## src/rtl/udpf_pkg.sv

```systemverilog
// shared types and constants for the udp/ipv4/ethernet transmit framer
`timescale 1ns / 1ps

package udpf_pkg;

   localparam int MaxPayload = 1458;
   localparam int HdrLen     = 42;
   localparam int HdrIdxW    = $clog2(HdrLen + 1);
   localparam int LenW       = 11;
   localparam int CsrIdxW    = 3;
   localparam int CsrDataW   = 48;

   localparam logic [15:0] EtherTypeIpv4 = 16'h0800;
   localparam logic [7:0]  VerIhl        = 8'h45;
   localparam logic [7:0]  IpTtl         = 8'd64;
   localparam logic [7:0]  IpProtoUdp    = 8'd17;
   localparam logic [15:0] IpHdrBytes    = 16'd28;
   localparam logic [15:0] UdpHdrBytes   = 16'd8;

   localparam logic [47:0] SourceMacReset      = 48'h749050B0DD2A;
   localparam logic [47:0] DestinationMacReset = 48'h00E04C680324;
   localparam logic [31:0] SourceIpReset       = 32'hC0A88905;
   localparam logic [31:0] DestinationIpReset  = 32'hC0A88901;
   localparam logic [15:0] SourcePortReset     = 16'd12345;
   localparam logic [15:0] DestinationPortReset = 16'd12345;

   typedef enum logic [CsrIdxW-1:0] {
      RegSourceMac      = 3'd0,
      RegDestinationMac = 3'd1,
      RegSourceIp       = 3'd2,
      RegDestinationIp  = 3'd3,
      RegSourcePort     = 3'd4,
      RegDestinationPort = 3'd5
   } csr_index_type;

   typedef struct packed {
      logic [47:0] source_mac;
      logic [47:0] destination_mac;
      logic [31:0] source_ip;
      logic [31:0] destination_ip;
      logic [15:0] source_port;
      logic [15:0] destination_port;
   } cfg_type;

endpackage

```

## src/rtl/udp_ipv4_ethernet_tx_framer_core.sv

```systemverilog
// top level of the udp/ipv4/ethernet ii transmit framer
// a payload item is registered when accepted and its result reaches rsp through the output register
// a start item with a good length yields 43 result items, one per cycle unless rsp_tready stalls,
// and holds req_tready low until the last of them; a start item with a bad length yields one
// error item; outside header insertion one payload byte passes per cycle unless rsp_tready stalls;
// results leave through an output register so a new item is taken while the last result waits
// synchronous reset clears the pipeline and frame state and restores default addresses and ports
`timescale 1ns / 1ps

module udp_ipv4_ethernet_tx_framer_core (
   input  logic                          clock,
   input  logic                          reset,
   // item input
   input  logic                          req_tvalid,
   output logic                          req_tready,
   input  logic [23:0]                   req_tdata,  // payload_byte[7:0], payload_length[18:8]
   input  logic                          req_tuser,  // frame_start
   // result output
   output logic                          rsp_tvalid,
   input  logic                          rsp_tready,
   output logic [7:0]                    rsp_tdata,  // frame_byte[7:0]
   output logic                          rsp_tlast,
   output logic                          rsp_tuser,  // length_error
   // configuration writes
   input  logic                          csr_wr_en,
   input  logic [udpf_pkg::CsrIdxW-1:0]  csr_index,
   input  logic [udpf_pkg::CsrDataW-1:0] csr_wr_data
);
   import udpf_pkg::*;

   cfg_type              cfg_ff, cfg_in;

   logic                 in_valid_ff, in_valid_in;
   logic [7:0]           in_byte_ff, in_byte_in;
   logic                 in_start_ff, in_start_in;
   logic [LenW-1:0]      in_len_ff, in_len_in;

   logic [HdrIdxW-1:0]   hdr_idx_ff, hdr_idx_in;
   logic [LenW-1:0]      rem_ff, rem_in;
   logic                 drop_ff, drop_in;

   logic                 out_valid_ff, out_valid_in;
   logic [7:0]           out_byte_ff, out_byte_in;
   logic                 out_last_ff, out_last_in;
   logic                 out_err_ff, out_err_in;

   logic                 hdr_byte;
   logic [7:0]           hdr_data;
   logic                 len_bad;
   logic                 good_start;
   logic                 emits;
   logic                 final_emit;
   logic                 out_free;
   logic                 emit_fire;
   logic                 consume;
   logic                 accept;
   logic [LenW-1:0]      rem_next;

   udpf_hdr u_hdr (
      .cfg            (cfg_ff),
      .payload_length (in_len_ff),
      .hdr_idx        (hdr_idx_ff),
      .hdr_byte       (hdr_data)
   );

   always_comb begin
      cfg_in = cfg_ff;
      if (csr_wr_en) begin
         case (csr_index)
            RegSourceMac:       cfg_in.source_mac       = csr_wr_data[47:0];
            RegDestinationMac:  cfg_in.destination_mac  = csr_wr_data[47:0];
            RegSourceIp:        cfg_in.source_ip        = csr_wr_data[31:0];
            RegDestinationIp:   cfg_in.destination_ip   = csr_wr_data[31:0];
            RegSourcePort:      cfg_in.source_port      = csr_wr_data[15:0];
            RegDestinationPort: cfg_in.destination_port = csr_wr_data[15:0];
            default: ;
         endcase
      end
   end

   always_comb begin
      len_bad    = (in_len_ff == '0) || (in_len_ff > LenW'(MaxPayload));
      good_start = in_start_ff && !len_bad;
      emits      = in_valid_ff && (in_start_ff || (!drop_ff && rem_ff != '0));
      hdr_byte   = good_start && (hdr_idx_ff < HdrIdxW'(HdrLen));
      final_emit = !good_start || (hdr_idx_ff == HdrIdxW'(HdrLen));
      out_free   = !out_valid_ff || rsp_tready;
      emit_fire  = emits && out_free;
      consume    = in_valid_ff && (!emits || (out_free && final_emit));
      req_tready = !in_valid_ff || consume;
      accept     = req_tvalid && req_tready;

      rem_next = in_start_ff ? (in_len_ff - LenW'(1)) : (rem_ff - LenW'(1));

      in_valid_in = accept || (in_valid_ff && !consume);
      in_byte_in  = accept ? req_tdata[7:0]  : in_byte_ff;
      in_len_in   = accept ? req_tdata[18:8] : in_len_ff;
      in_start_in = accept ? req_tuser       : in_start_ff;

      hdr_idx_in = hdr_idx_ff;
      if (emit_fire && good_start) begin
         hdr_idx_in = final_emit ? '0 : hdr_idx_ff + HdrIdxW'(1);
      end

      rem_in  = rem_ff;
      drop_in = drop_ff;
      if (consume && in_start_ff) begin
         drop_in = len_bad;
         rem_in  = len_bad ? '0 : rem_next;
      end else if (consume && emits) begin
         rem_in = rem_next;
      end

      // pick the result for this cycle: error marker, header byte or payload byte
      out_valid_in = emit_fire || (out_valid_ff && !rsp_tready);
      out_byte_in  = out_byte_ff;
      out_last_in  = out_last_ff;
      out_err_in   = out_err_ff;
      if (emit_fire) begin
         if (in_start_ff && len_bad) begin
            out_byte_in = 8'h00;
            out_last_in = 1'b1;
            out_err_in  = 1'b1;
         end else if (hdr_byte) begin
            out_byte_in = hdr_data;
            out_last_in = 1'b0;
            out_err_in  = 1'b0;
         end else begin
            out_byte_in = in_byte_ff;
            out_last_in = (rem_next == '0);
            out_err_in  = 1'b0;
         end
      end
   end

   always_ff @(posedge clock) begin
      if (reset) begin
         cfg_ff.source_mac       <= SourceMacReset;
         cfg_ff.destination_mac  <= DestinationMacReset;
         cfg_ff.source_ip        <= SourceIpReset;
         cfg_ff.destination_ip   <= DestinationIpReset;
         cfg_ff.source_port      <= SourcePortReset;
         cfg_ff.destination_port <= DestinationPortReset;
         in_valid_ff  <= 1'b0;
         out_valid_ff <= 1'b0;
         hdr_idx_ff   <= '0;
         rem_ff       <= '0;
         drop_ff      <= 1'b0;
      end else begin
         cfg_ff       <= cfg_in;
         in_valid_ff  <= in_valid_in;
         out_valid_ff <= out_valid_in;
         hdr_idx_ff   <= hdr_idx_in;
         rem_ff       <= rem_in;
         drop_ff      <= drop_in;
      end
   end

   always_ff @(posedge clock) begin
      in_byte_ff  <= in_byte_in;
      in_start_ff <= in_start_in;
      in_len_ff   <= in_len_in;
      out_byte_ff <= out_byte_in;
      out_last_ff <= out_last_in;
      out_err_ff  <= out_err_in;
   end

   assign rsp_tvalid = out_valid_ff;
   assign rsp_tdata  = out_byte_ff;
   assign rsp_tlast  = out_last_ff;
   assign rsp_tuser  = out_err_ff;

   // an error result always closes the frame
   assert property (@(posedge clock) disable iff (reset)
      rsp_tvalid && rsp_tuser |-> rsp_tlast)
      else $error("length error result without last");

   // header walk only runs for a held start item
   assert property (@(posedge clock) disable iff (reset)
      hdr_idx_ff != '0 |-> in_valid_ff && in_start_ff && (hdr_idx_ff <= HdrIdxW'(HdrLen)))
      else $error("header index outside a start item");

   // no new item is taken in the middle of a header
   assert property (@(posedge clock) disable iff (reset)
      (hdr_idx_ff != '0) && (hdr_idx_ff < HdrIdxW'(HdrLen)) |-> !req_tready)
      else $error("input accepted during header insertion");

   // after a bad length nothing is pending for the dropped frame
   assert property (@(posedge clock) disable iff (reset)
      drop_ff |-> rem_ff == '0)
      else $error("payload count left while dropping");

endmodule

```

## src/rtl/udpf_hdr.sv

```systemverilog
// header byte generator: builds the 42-byte ethernet/ipv4/udp header and picks one byte
`timescale 1ns / 1ps

module udpf_hdr (
   input  udpf_pkg::cfg_type                 cfg,
   input  logic [udpf_pkg::LenW-1:0]         payload_length,
   input  logic [udpf_pkg::HdrIdxW-1:0]      hdr_idx,
   output logic [7:0]                        hdr_byte
);
   import udpf_pkg::*;

   logic [15:0]         ip_len;
   logic [15:0]         udp_len;
   logic [19:0]         csum_sum;
   logic [16:0]         csum_fold1;
   logic [15:0]         csum_fold2;
   logic [15:0]         csum;
   logic [HdrLen*8-1:0] hdr_vec;
   logic [HdrIdxW-1:0]  rev_idx;

   always_comb begin
      ip_len  = IpHdrBytes + 16'(payload_length);
      udp_len = UdpHdrBytes + 16'(payload_length);

      csum_sum = 20'({VerIhl, 8'h00}) + 20'(ip_len) + 20'({IpTtl, IpProtoUdp})
               + 20'(cfg.source_ip[31:16]) + 20'(cfg.source_ip[15:0])
               + 20'(cfg.destination_ip[31:16]) + 20'(cfg.destination_ip[15:0]);
      // two folds are enough: the first leaves at most a single carry
      csum_fold1 = 17'(csum_sum[15:0]) + 17'(csum_sum[19:16]);
      csum_fold2 = csum_fold1[15:0] + 16'(csum_fold1[16]);
      csum       = ~csum_fold2;

      hdr_vec = {cfg.destination_mac, cfg.source_mac, EtherTypeIpv4,
                 VerIhl, 8'h00, ip_len, 16'h0000, 16'h0000,
                 IpTtl, IpProtoUdp, csum,
                 cfg.source_ip, cfg.destination_ip,
                 cfg.source_port, cfg.destination_port,
                 udp_len, 16'h0000};

      // byte 0 sits in the top bits of the vector
      rev_idx = HdrIdxW'(HdrLen - 1) - hdr_idx;
      if (hdr_idx < HdrIdxW'(HdrLen)) begin
         hdr_byte = hdr_vec[{rev_idx, 3'b000} +: 8];
      end else begin
         hdr_byte = 8'h00;
      end
   end

endmodule
```

## config.mk

```make
export PLATFORM = sky130hd
export DESIGN_NAME = udp_ipv4_ethernet_tx_framer_core
export DESIGN_NICKNAME = d
export VERILOG_FILES = /design/src/rtl/udpf_pkg.sv /design/src/rtl/udp_ipv4_ethernet_tx_framer_core.sv /design/src/rtl/udpf_hdr.sv
export SDC_FILE = /design/constraint.sdc
export NUM_CORES = 1
export LEC_CHECK = 0
export ABC_CLOCK_PERIOD_IN_PS = 10000
export BUFFER_PORTS_ARGS = -buffer_cell sky130_fd_sc_hd__buf_2
export CAP_MARGIN = 20
export CORE_MARGIN = 10
export CORE_UTILIZATION = 55
export DETAILED_ROUTE_END_ITERATION = 8
export GPL_TIMING_DRIVEN = 0
export PLACE_DENSITY_LB_ADDON = 0.1
export SKIP_LAST_GASP = 1
export SLEW_MARGIN = 20
export SYNTH_ARGS = -nofsm -noshare
export SYNTH_HDL_FRONTEND = slang
export SYNTH_SLANG_ARGS = --single-unit
```

## constraint.sdc

```tcl
create_clock -name clock -period 10 [get_ports clock]
set_clock_uncertainty 0.15 [all_clocks]
set_input_delay 0 -clock clock [delete_from_list [all_inputs] [get_ports clock]]
set_output_delay 0 -clock clock [all_outputs]
set_load 0.02 [all_outputs]
```

==> results of run 1 <==
worst max-delay path: cells and delay by family (launching register included):
family / cells / cell delay, ps
fa+ha+maj: 9 / 2870
buf+inv: 5 / 600
compound gates: 13 / 2380
xor+xnor: 3 / 590
simple gates: 11 / 2180
flops: 1 / 500
layout by cell type (no fill, tap or decap), drive strengths merged, types with 8 or more instances in the layout:
| master | n |
|---|---|
| nand2 | 446 |
| dfxtp | 212 |
| a21oi | 176 |
| clkbuf | 130 |
| buf | 117 |
| inv | 89 |
| dlygate4sd3 | 84 |
| nor2 | 69 |
| nand3b | 67 |
| ha | 51 |
| fa | 46 |
| o21ai | 44 |
| mux4 | 40 |
| xnor2 | 37 |
| edfxtp | 30 |
| nand3 | 29 |
| nor3 | 27 |
| xor2 | 27 |
| mux2i | 25 |
| nand4 | 13 |
| a31oi | 13 |
| a22oi | 12 |
| a21o | 11 |
| and3 | 10 |
| nor4 | 9 |
| o211ai | 8 |
| nor2b | 8 |
| a22o | 8 |
| and2 | 8 |
sequential cells by signal, summed over array words and instances, names as in the netlist:
name,cells
cfg_ff,192
in_len_ff,11
rem_ff,11
in_byte_ff,8
rsp_tdata,8
hdr_idx_ff,6
drop_ff,1
in_start_ff,1
in_valid_ff,1
rsp_tlast,1
rsp_tuser,1
rsp_tvalid,1
metal layers:
layer	up-vias	track usage (%)
met5	-	0
met4	0	14.71
met3	138	4.056
met2	634	47.33
met1	6447	37.49
li1	6230	-
logic make-up (layout without fill, tap and decap cells):
kind of cell    after synthesis  count (layout)  synth area share, %
compound gates              313             313                13.02
flops                       242             242                35.77
fa+ha+maj                    97              97                10.84
simple gates                718             718                23.06
xor+xnor                     64              64                3.949
mux                          65              65                8.002
buf+inv                     198             429                5.367
power by group:
| part | internal, mW | leakage, nW | switching [mW] |
|---|---|---|---|
| Combinational | 0.407 | 4.38 | 0.644 |
| Sequential | 1.02 | 2.01 | 0.0245 |
| Clock | 0.625 | 0.463 | 0.427 |
| Total | 2.05 | 6.85 | 1.09 |
cell type report:
class                      count  share of cell area, %
multi-input combinational   1257                  49.75
timing repair buffer         182                  7.946
buffer                       109                  2.549
clock buffer                  40                  4.588
inverter                      88                  1.937
sequential                   242                  29.95
clock inverter                10                 0.8376
tap                          335                  2.440
through the flow:
| step | setup TNS [ps] | instance area [µm²] |
|---|---|---|
| finish | 0 | 17180 |
| CTS | 0 | 17060 |
| detailed placement | -1725 | 15250 |
| global route | -58.97 | 17180 |
| floorplan | 0 | 14390 |
| global placement | -1215 | 15230 |
how the worst max path moves through the flow:
stage | startpoint | end | slack, ps
2_1_floorplan | in_len_ff[4] | rsp_tdata[6] | 1060
3_3_place_gp | in_len_ff[4] | rsp_tdata[6] | -350
3_5_place_dp | in_len_ff[4] | rsp_tdata[6] | -460
4_1_cts | in_len_ff[3] | rsp_tdata[6] | 6
5_1_grt | in_len_ff[2] | rsp_tdata[4] | -30
6_report | in_len_ff[3] | rsp_tdata[6] | 480
what timing repair did:
item / CTS / global route
hold buffers: 84 / 0
setup buffers: 2 / 9
pin swaps: 0 / 4
endpoints found under the setup margin: 7 / 8
resized for setup: 4 / 11
hold endpoints to repair: 239 / 0
==> run_results.csv, run 1 <==
group,metric,value,unit
hold_path,min_to,"in_len_ff[3]",
synthesis,synthTopCellsByCount,"446 x nand2_1, 212 x dfxtp_1, 176 x a21oi_1, 90 x clkbuf_1, 88 x inv_1",
routing,met1_length,20480,µm
layout,syn_to_final_growth,19.42,%
floorplanning,die_area,0.03302,mm²
clock_network,clock_path_buffers,3,
layout,final_cells,2263,
synthesis,synth_cell_types,79,
floorplanning,io_pins,93,
setup_path,cpPeakStageDelay,530,ps
timing,setup_viol,0,
layout,final_net_count,2085,
place,pre_cts_ws,-463.7,ps
synthesis,synth_seq_cells,242,
global_route,grt_max_degree,15,
timing,setup_ws,478.4,ps
routing,wl_met3,3877,µm
layout,post-route-util,66.30,%
place,dp.cells,2119,
synthesis,synth_area,0.01439,mm²
clock_network,numCtsBuffers,27,
setup_path,crit_path_end_kind,"register",
power,finalPower,3.145,mW
global_route,antenna_found_initial,0,
timing,worstMarginPinSlew,998.1,ps
synthesis,synth_top_area_cell,"dfxtp_1",
clock_network,cts_num_sinks,242,
floorplanning,initial_core_util,55.52,%
setup_path,reg2reg_from,"in_len_ff[3]",
timing,hold_viol,0,
routing,drt_iter0_drc,1648,
routing,ant_nets,0,
routing,viasPerCell,5.943,
routing,vias,13450,
clock_network,clk_pin_slew,60,ps
hold_path,hp-start,"req_tdata[11]",
place,portBuffers,86,
synthesis,yosysMostFrequentCell,"nand2_1",
setup_path,slowest_stage,"fa_1",
power,ir_drop,0.0002100,V
hold_path,hold-path-cell-count,2,
global_route,grt_usage,29.23,%
setup_path,cp.arrival,9680,ps
synthesis,async_flop_share,0,%
synthesis,synth-edff-count,30,
synthesis,ys_seq_area_share,35.77,%
status,outcome,"finished clean",
setup_path,cp_max_fo,8,
routing,routed_wl,50330,µm
layout,multi_input_area,0.008547,mm²
synthesis,synth_top_flop_cell,"dfxtp_1",
synthesis,yosys_warnings,0,
layout,register_area,0.005145,mm²
routing,post_drt_wl_per_cell,22.24,µm
timing,fin_crit_sh,95.22,%
clock_network,worstSkewPairLatency,570,ps
setup_path,worstSetupStartpointType,"register",
layout,drive_gt1_share,11.98,%
layout,fillers,2208,
floorplanning,core,0.02591,mm²
power,cellLeakagePower,6.854,nW
setup_path,critPathRequiredTime,10160,ps
setup_path,path_class,"reg -> reg",
place,dpl.hpwl,37760,µm
global_route,grt_pass1_vias,13030,
routing,drc,0,
routing,drtPass1Iterations,5,
synthesis,synthTopCellsByArea,"dfxtp_1 30%, nand2_1 12%, fa_1 6.4%, edfxtp_1 6.3%, mux4_2 6.3%",
setup_path,r2r_cells,41,
floorplanning,die_h,181.7,µm
power,p_per_area,183.1,mW/mm²
global_route,grt_pass1_wl,76140,µm
floorplanning,row_count,59,
hold_path,hold_path_class,"in -> reg",
setup_path,crit_path_frequent_cell,"ha_1",
timing,timing.hold.ws,18.29,ps
timing,maxSlewHeadroom,32.98,%
timing,fin_crit,9522,ps
synthesis,post-synth-top-area-fraction,29.50,%
routing,topRoutingLayerUsed,"met4",
synthesis,syn_nets,1875,
routing,wl_met2,23090,µm
timing,slew_viol_final,0,
flow_run,max_cap_viol_count,0,
global_route,overflow,0,
synthesis,netlist_instances,1697,
layout,antenna_cells,0,
floorplanning,die_w,181.7,µm
setup_path,reg2reg_to,"rsp_tdata[6]",
timing,fmax,105.0,MHz
place,place_congestion,1.003,
clock_network,cts_tree,"yes",
setup_path,reg2reg_slack,480,ps
clock_network,cts_root_buffer,"clkbuf_16",
clock_network,htree_levels,1,
synthesis,avgSynthCellArea,8.477,µm²
Power figures use the tool's default switching activity.
==> run 2, diff against run 1 <==
--- a/config.mk
+++ b/config.mk
@@ -8,3 +8,2 @@
 export ABC_CLOCK_PERIOD_IN_PS = 10000
-export BUFFER_PORTS_ARGS = -buffer_cell sky130_fd_sc_hd__buf_2
 export CAP_MARGIN = 20
@@ -13,2 +12,3 @@
 export DETAILED_ROUTE_END_ITERATION = 8
+export DONT_BUFFER_PORTS = 1
 export GPL_TIMING_DRIVEN = 0
--- a/constraint.sdc
+++ b/constraint.sdc
@@ -4,2 +4,2 @@
 set_output_delay 0 -clock clock [all_outputs]
-set_load 0.02 [all_outputs]
+set_load 0.01 [all_outputs]
==> run 2 against run 1 <==
  * Critical path depth did not move
  * Die area did not move
  * Sequential power barely moved
  * Wire length rose by 0.64%
  * Clock power fell by 6%
  * Setup slack improved by 65 ps
  * Global-route usage rose by 0.30 points
  * Via count fell by 0.63%
  * Core utilization fell by 0.51 points
  * Highest routed layer unchanged
  * Design area fell by 0.76%
  * Largest power group is now registers
==> run_results.csv, run 2 (same netlist as run 1, synthesis figures left out) <==
group,metric,value,unit
status,outcome,"finished clean",
clock_network,htree_levels,1,
place,dp.cells,2033,
floorplanning,initial_core_util,55.52,%
clock_network,clock_path_buffers,3,
layout,final_cell_mix,"446 x nand2_1, 212 x dfxtp_1, 175 x a21oi_1",
floorplanning,die_h,181.7,µm
routing,drc,0,
power,p_switching,1.079,mW
routing,viasPerCell,6.055,
clock_network,cts_tree,"yes",
place,place_congestion,1.008,
setup_path,worstSetupStartpointType,"register",
place,dpl.hpwl,37510,µm
timing,setup_viol,0,
timing,fmax,105.7,MHz
global_route,grt_usage,29.53,%
global_route,antenna_found_initial,2,
setup_path,cp_max_fo,8,
routing,drtPass1Iterations,6,
power,pwr-share-comb,33.6,%
layout,largest_register_ffs,192,
setup_path,slowest_stage,"fa_1",
clock_network,clk_pin_slew,60,ps
power,p_int,1.989,mW
power,ir_drop,0.0001671,V
global_route,grt_pass1_wl,76650,µm
timing,fin_crit_sh,94.56,%
routing,routed_wl,50650,µm
setup_path,crit_path_frequent_cell,"ha_1",
routing,drt_iter0_drc,1590,
clock_network,numCtsBuffers,26,
layout,final_net_count,2030,
layout,final_cells,2207,
layout,top_register,"cfg_ff",
setup_path,crit_buf_inv,5,
global_route,grt_max_degree,15,
power,clockPowerShare,32.3,%
timing,fin_crit,9456,ps
routing,post_drt_wl_per_cell,22.95,µm
layout,syn_to_final_growth,18.51,%
floorplanning,io_pins,93,
power,seqPwrFrac,34.1,%
routing,vias,13360,
power,swShare,35.17,%
layout,reg_top3,"cfg_ff: 192 flops, in_len_ff: 11 flops, rem_ff: 11 flops",
timing,grt_setup_unrepaired,"no",
timing,timing.hold.ws,20.39,ps
clock_network,worstSkewPairLatency,570,ps
power,cellLeakagePower,6.577,nW
setup_path,crit_family,"adder cells",
global_route,overflow,0,
timing,slew_viol_final,0,
timing,hold_viol,0,
timing,maxSlewHeadroom,30.73,%
layout,fillers,2170,
layout,mostFrequentLayoutCell,"nand2_1",
setup_path,cpPeakStageDelay,560,ps
power,p_per_area,180.0,mW/mm²
floorplanning,die_area,0.03302,mm²
floorplanning,core,0.02591,mm²
layout,drive_gt1_share,7.803,%
setup_path,cp.arrival,9590,ps
clock_network,cts_num_sinks,242,
floorplanning,row_count,59,
setup_path,critPathRequiredTime,10140,ps
layout,multi_input_area,0.008562,mm²
hold_path,hold_path_class,"in -> reg",
routing,ant_nets,0,
setup_path,path_class,"reg -> reg",
timing,worstMarginPinSlew,1039,ps
global_route,grt_pass1_vias,13050,
setup_path,crit_path_end_kind,"register",
clock_network,cts_root_buffer,"clkbuf_16",
place,portBuffers,0,
flow_run,max_cap_viol_count,0,
floorplanning,die_w,181.7,µm
layout,register_area,0.005145,mm²
run 2: cell type report:
type | count | area share [%]
Buffer | 108 | 2.547
Multi-Input combinational cell | 1257 | 50.22
Clock inverter | 11 | 0.6606
Clock buffer | 36 | 4.514
Tap cell | 335 | 2.459
Antenna cell | 1 | 0.01468
Timing Repair Buffer | 129 | 7.450
Sequential cell | 242 | 30.18
Inverter | 88 | 1.952
run 2: power groups by stage:
stage / logic [mW] / clock network [mW] / registers [mW]
after floorplan: 0.733 / 0 / 1.05
after global routing: 1.13 / 1.03 / 1.05
final: 1.03 / 0.991 / 1.05
after detailed placement: 0.944 / 0 / 1.07
after CTS: 1.01 / 0.992 / 1.04
after global placement: 0.928 / 0 / 1.06
run 2: worst paths after layout:
kind / startpoint / to / slack, ps / cells past startpoint
setup / recovery: in_len_ff[3] / rsp_tdata[0] / 540 / 41
hold / removal: csr_wr_data[37] / cfg_ff[181] / 20 / 3
setup reg to reg: in_len_ff[3] / rsp_tdata[0] / 540 / 41
hold reg to reg: cfg_ff[1] / cfg_ff[1] / 300 / 2
run 2: worst reg2reg max path, delay by kind of cell, from the launching register on:
family                   cells  cell delay [ps]
AND/OR/NAND/NOR             11             2130
adder cells (fa/ha/maj)      9             3030
AO/OA/AOI/OAI               12             2190
buffers and inverters        5              510
XOR/XNOR                     4              670
flip-flops                   1              490
run 2: routing by layer:
metal	global-route usage (%)	vias up	part of all wire, %
met5	0	-	0
met4	14.06	0	5.5
met3	5.050	151	8.2
met2	48.04	693	46
met1	37.42	6400	40
li1	-	6120	-
run 2: metrics by stage:
step | utilization, % | cell area [µm²] | worst slack, ps | power (mW) | TNS (ps)
final | 65.79 | 17050 | 543.7 | 3.068 | 0
after global routing | 65.78 | 17050 | 8.309 | 3.205 | 0
after CTS | 65.34 | 16930 | 62.17 | 3.044 | 0
after detailed placement | 57.19 | 14820 | -461.9 | 2.009 | -1865
after floorplan | - | 14390 | 1061 | 1.788 | 0
after global placement | 57.13 | 14800 | -336.8 | 1.993 | -1195
run 2: repair_timing:
action / CTS / global route
setup buffers: 1 / 8
endpoints found under the setup margin: 8 / 8
hold buffers: 119 / 0
gates resized for setup: 6 / 13
pin swaps: 0 / 1
cloned: 0 / 0
endpoints found under the hold margin: 241 / 0
==> run 3, diff against run 2 <==
Settings changed: REMOVE_ABC_BUFFERS set to 1.
==> run 3 against run 2 <==
  * The run now ends with negative hold slack left
  * Wire length shrank 17%
  * Global-route usage shrank 4.6 points
  * Register-to-register slack lost 130 ps
  * Die area is the same
  * Count of clock-buffer cells in the layout grew 4
==> run_results.csv, run 3 (same netlist as run 1, synthesis figures left out) <==
group,metric,value,unit
routing,vias,12490,
timing,setup_viol,0,
setup_path,cpPeakStageDelay,540,ps
layout,mostFrequentLayoutCell,"nand2_1",
routing,ant_nets,0,
routing,routed_wl,42190,µm
clock_network,numCtsBuffers,27,
setup_path,slowest_stage,"fa_1",
layout,final_cells,2130,
global_route,overflow,0,
place,placed_area,0.01473,mm²
timing,maxSlewHeadroom,31.32,%
setup_path,path_class,"reg -> reg",
clock_network,clock_path_buffers,3,
timing,timing.hold.ws,-1.810,ps
layout,syn_to_final_growth,18.98,%
routing,post_drt_wl_per_cell,19.81,µm
timing,fmax,104.3,MHz
setup_path,cp_max_fo,8,
global_route,grt_pass1_wl,67330,µm
global_route,antenna_found_initial,6,
clock_network,cts_tree,"yes",
timing,worstMarginPinSlew,1023,ps
clock_network,clk_pin_slew,60,ps
global_route,grt_max_degree,210,
layout,register_area,0.005152,mm²
timing,setup_tns,0,ps
floorplanning,die_w,181.7,µm
layout,final_area,0.01712,mm²
layout,reg_top3,"cfg_ff: 192 flops, in_len_ff: 11 flops, rem_ff: 11 flops",
routing,viasPerCell,5.865,
global_route,grt_usage,24.92,%
setup_path,crit_family,"adder cells",
place,place_congestion,0.9402,
routing,drt_iter0_drc,1020,
place,pre_cts_ws,-387.8,ps
place,dp.cells,1937,
floorplanning,io_pins,93,
status,outcome,"complete, but fails checks",
layout,drive_gt1_share,9.330,%
timing,fin_crit_sh,95.87,%
power,ir_drop,0.0001817,V
layout,largest_register_ffs,192,
clock_network,worstSkewPairLatency,580,ps
status,violations,"negative hold slack",
setup_path,cp.arrival,9850,ps
floorplanning,initial_core_util,55.52,%
layout,final_net_count,1947,
power,cellLeakagePower,6.665,nW
clock_network,cts_root_buffer,"clkbuf_16",
global_route,grt_pass1_vias,12190,
setup_path,crit_buf_inv,4,
timing,slew_viol_final,0,
clock_network,htree_levels,1,
floorplanning,core,0.02591,mm²
place,portBuffers,0,
layout,multi_input_area,0.008611,mm²
timing,hold_viol,1,
flow_run,max_cap_viol_count,0,
setup_path,crit_path_end_kind,"register",
layout,top_register,"cfg_ff",
place,dpl.hpwl,28560,µm
timing,fin_crit,9587,ps
layout,final_cell_mix,"444 x nand2_1, 210 x dfxtp_1, 175 x a21oi_1",
routing,drtPass1Iterations,5,
floorplanning,die_area,0.03302,mm²
layout,fillers,2145,
power,p_per_area,179.3,mW/mm²
floorplanning,die_h,181.7,µm
floorplanning,row_count,59,
power,finalPower,3.069,mW
clock_network,cts_num_sinks,242,
routing,drc,0,
setup_path,critPathRequiredTime,10270,ps
hold_path,hold_path_class,"in -> reg",
timing,setup_ws,413.3,ps
setup_path,worstSetupStartpointType,"register",
setup_path,crit_path_frequent_cell,"ha_1",
## run 3: final cells by class
type | count | area share, %
multi-input cells | 1257 | 50.31
flip-flops and latches | 242 | 30.10
repair buffers | 153 | 9.664
clock buffers | 40 | 4.649
well taps | 335 | 2.449
inverters | 88 | 1.930
clock inverters | 10 | 0.8188
diodes | 5 | 0.07310
## run 3: where the power goes
group / switching (mW) / internal (mW)
Sequential: 0.0321 / 1.02
Combinational: 0.581 / 0.387
Clock: 0.421 / 0.629
## run 3: final timing paths
check	from	end	slack (ps)	cells past startpoint
setup / recovery	in_len_ff[2]	rsp_tdata[2]	410	39
hold / removal	csr_wr_en	cfg_ff[20]	-2	3
setup reg to reg	in_len_ff[2]	rsp_tdata[2]	410	39
hold reg to reg	cfg_ff[162]	cfg_ff[162]	300	2
## run 3: metrics by stage
stage | hold slack [ps] | util [%]
after global routing | 24.76 | 66.05
final | -1.810 | 66.05
after floorplan | -80.93 | -
after global placement | -55.78 | 55.43
after CTS | 0.5085 | 65.51
after detailed placement | -52.11 | 56.85
## run 3: timing repair
action	CTS	global route
buffers inserted	1	11
hold buffers	126	0
setup endpoints to repair	5	8
pin swaps	0	2
hold endpoints to repair	252	0
resized for setup	4	12
## run 3: tightest hold or removal path, cell delays in order
cell	delay (ps)
nand3_1	500
nand2_1	110
nand3b_1	70
## run 3: per-layer routing
layer	track usage (%)	part of all wire [%]	routed length [µm]	vias up
met4	6.801	2.7	1153	2
met3	4.732	7.3	3071	75
met5	0	0.031	13	-
met2	39.02	46	19240	431
li1	-	-	-	5958
met1	34.47	44	18700	6026
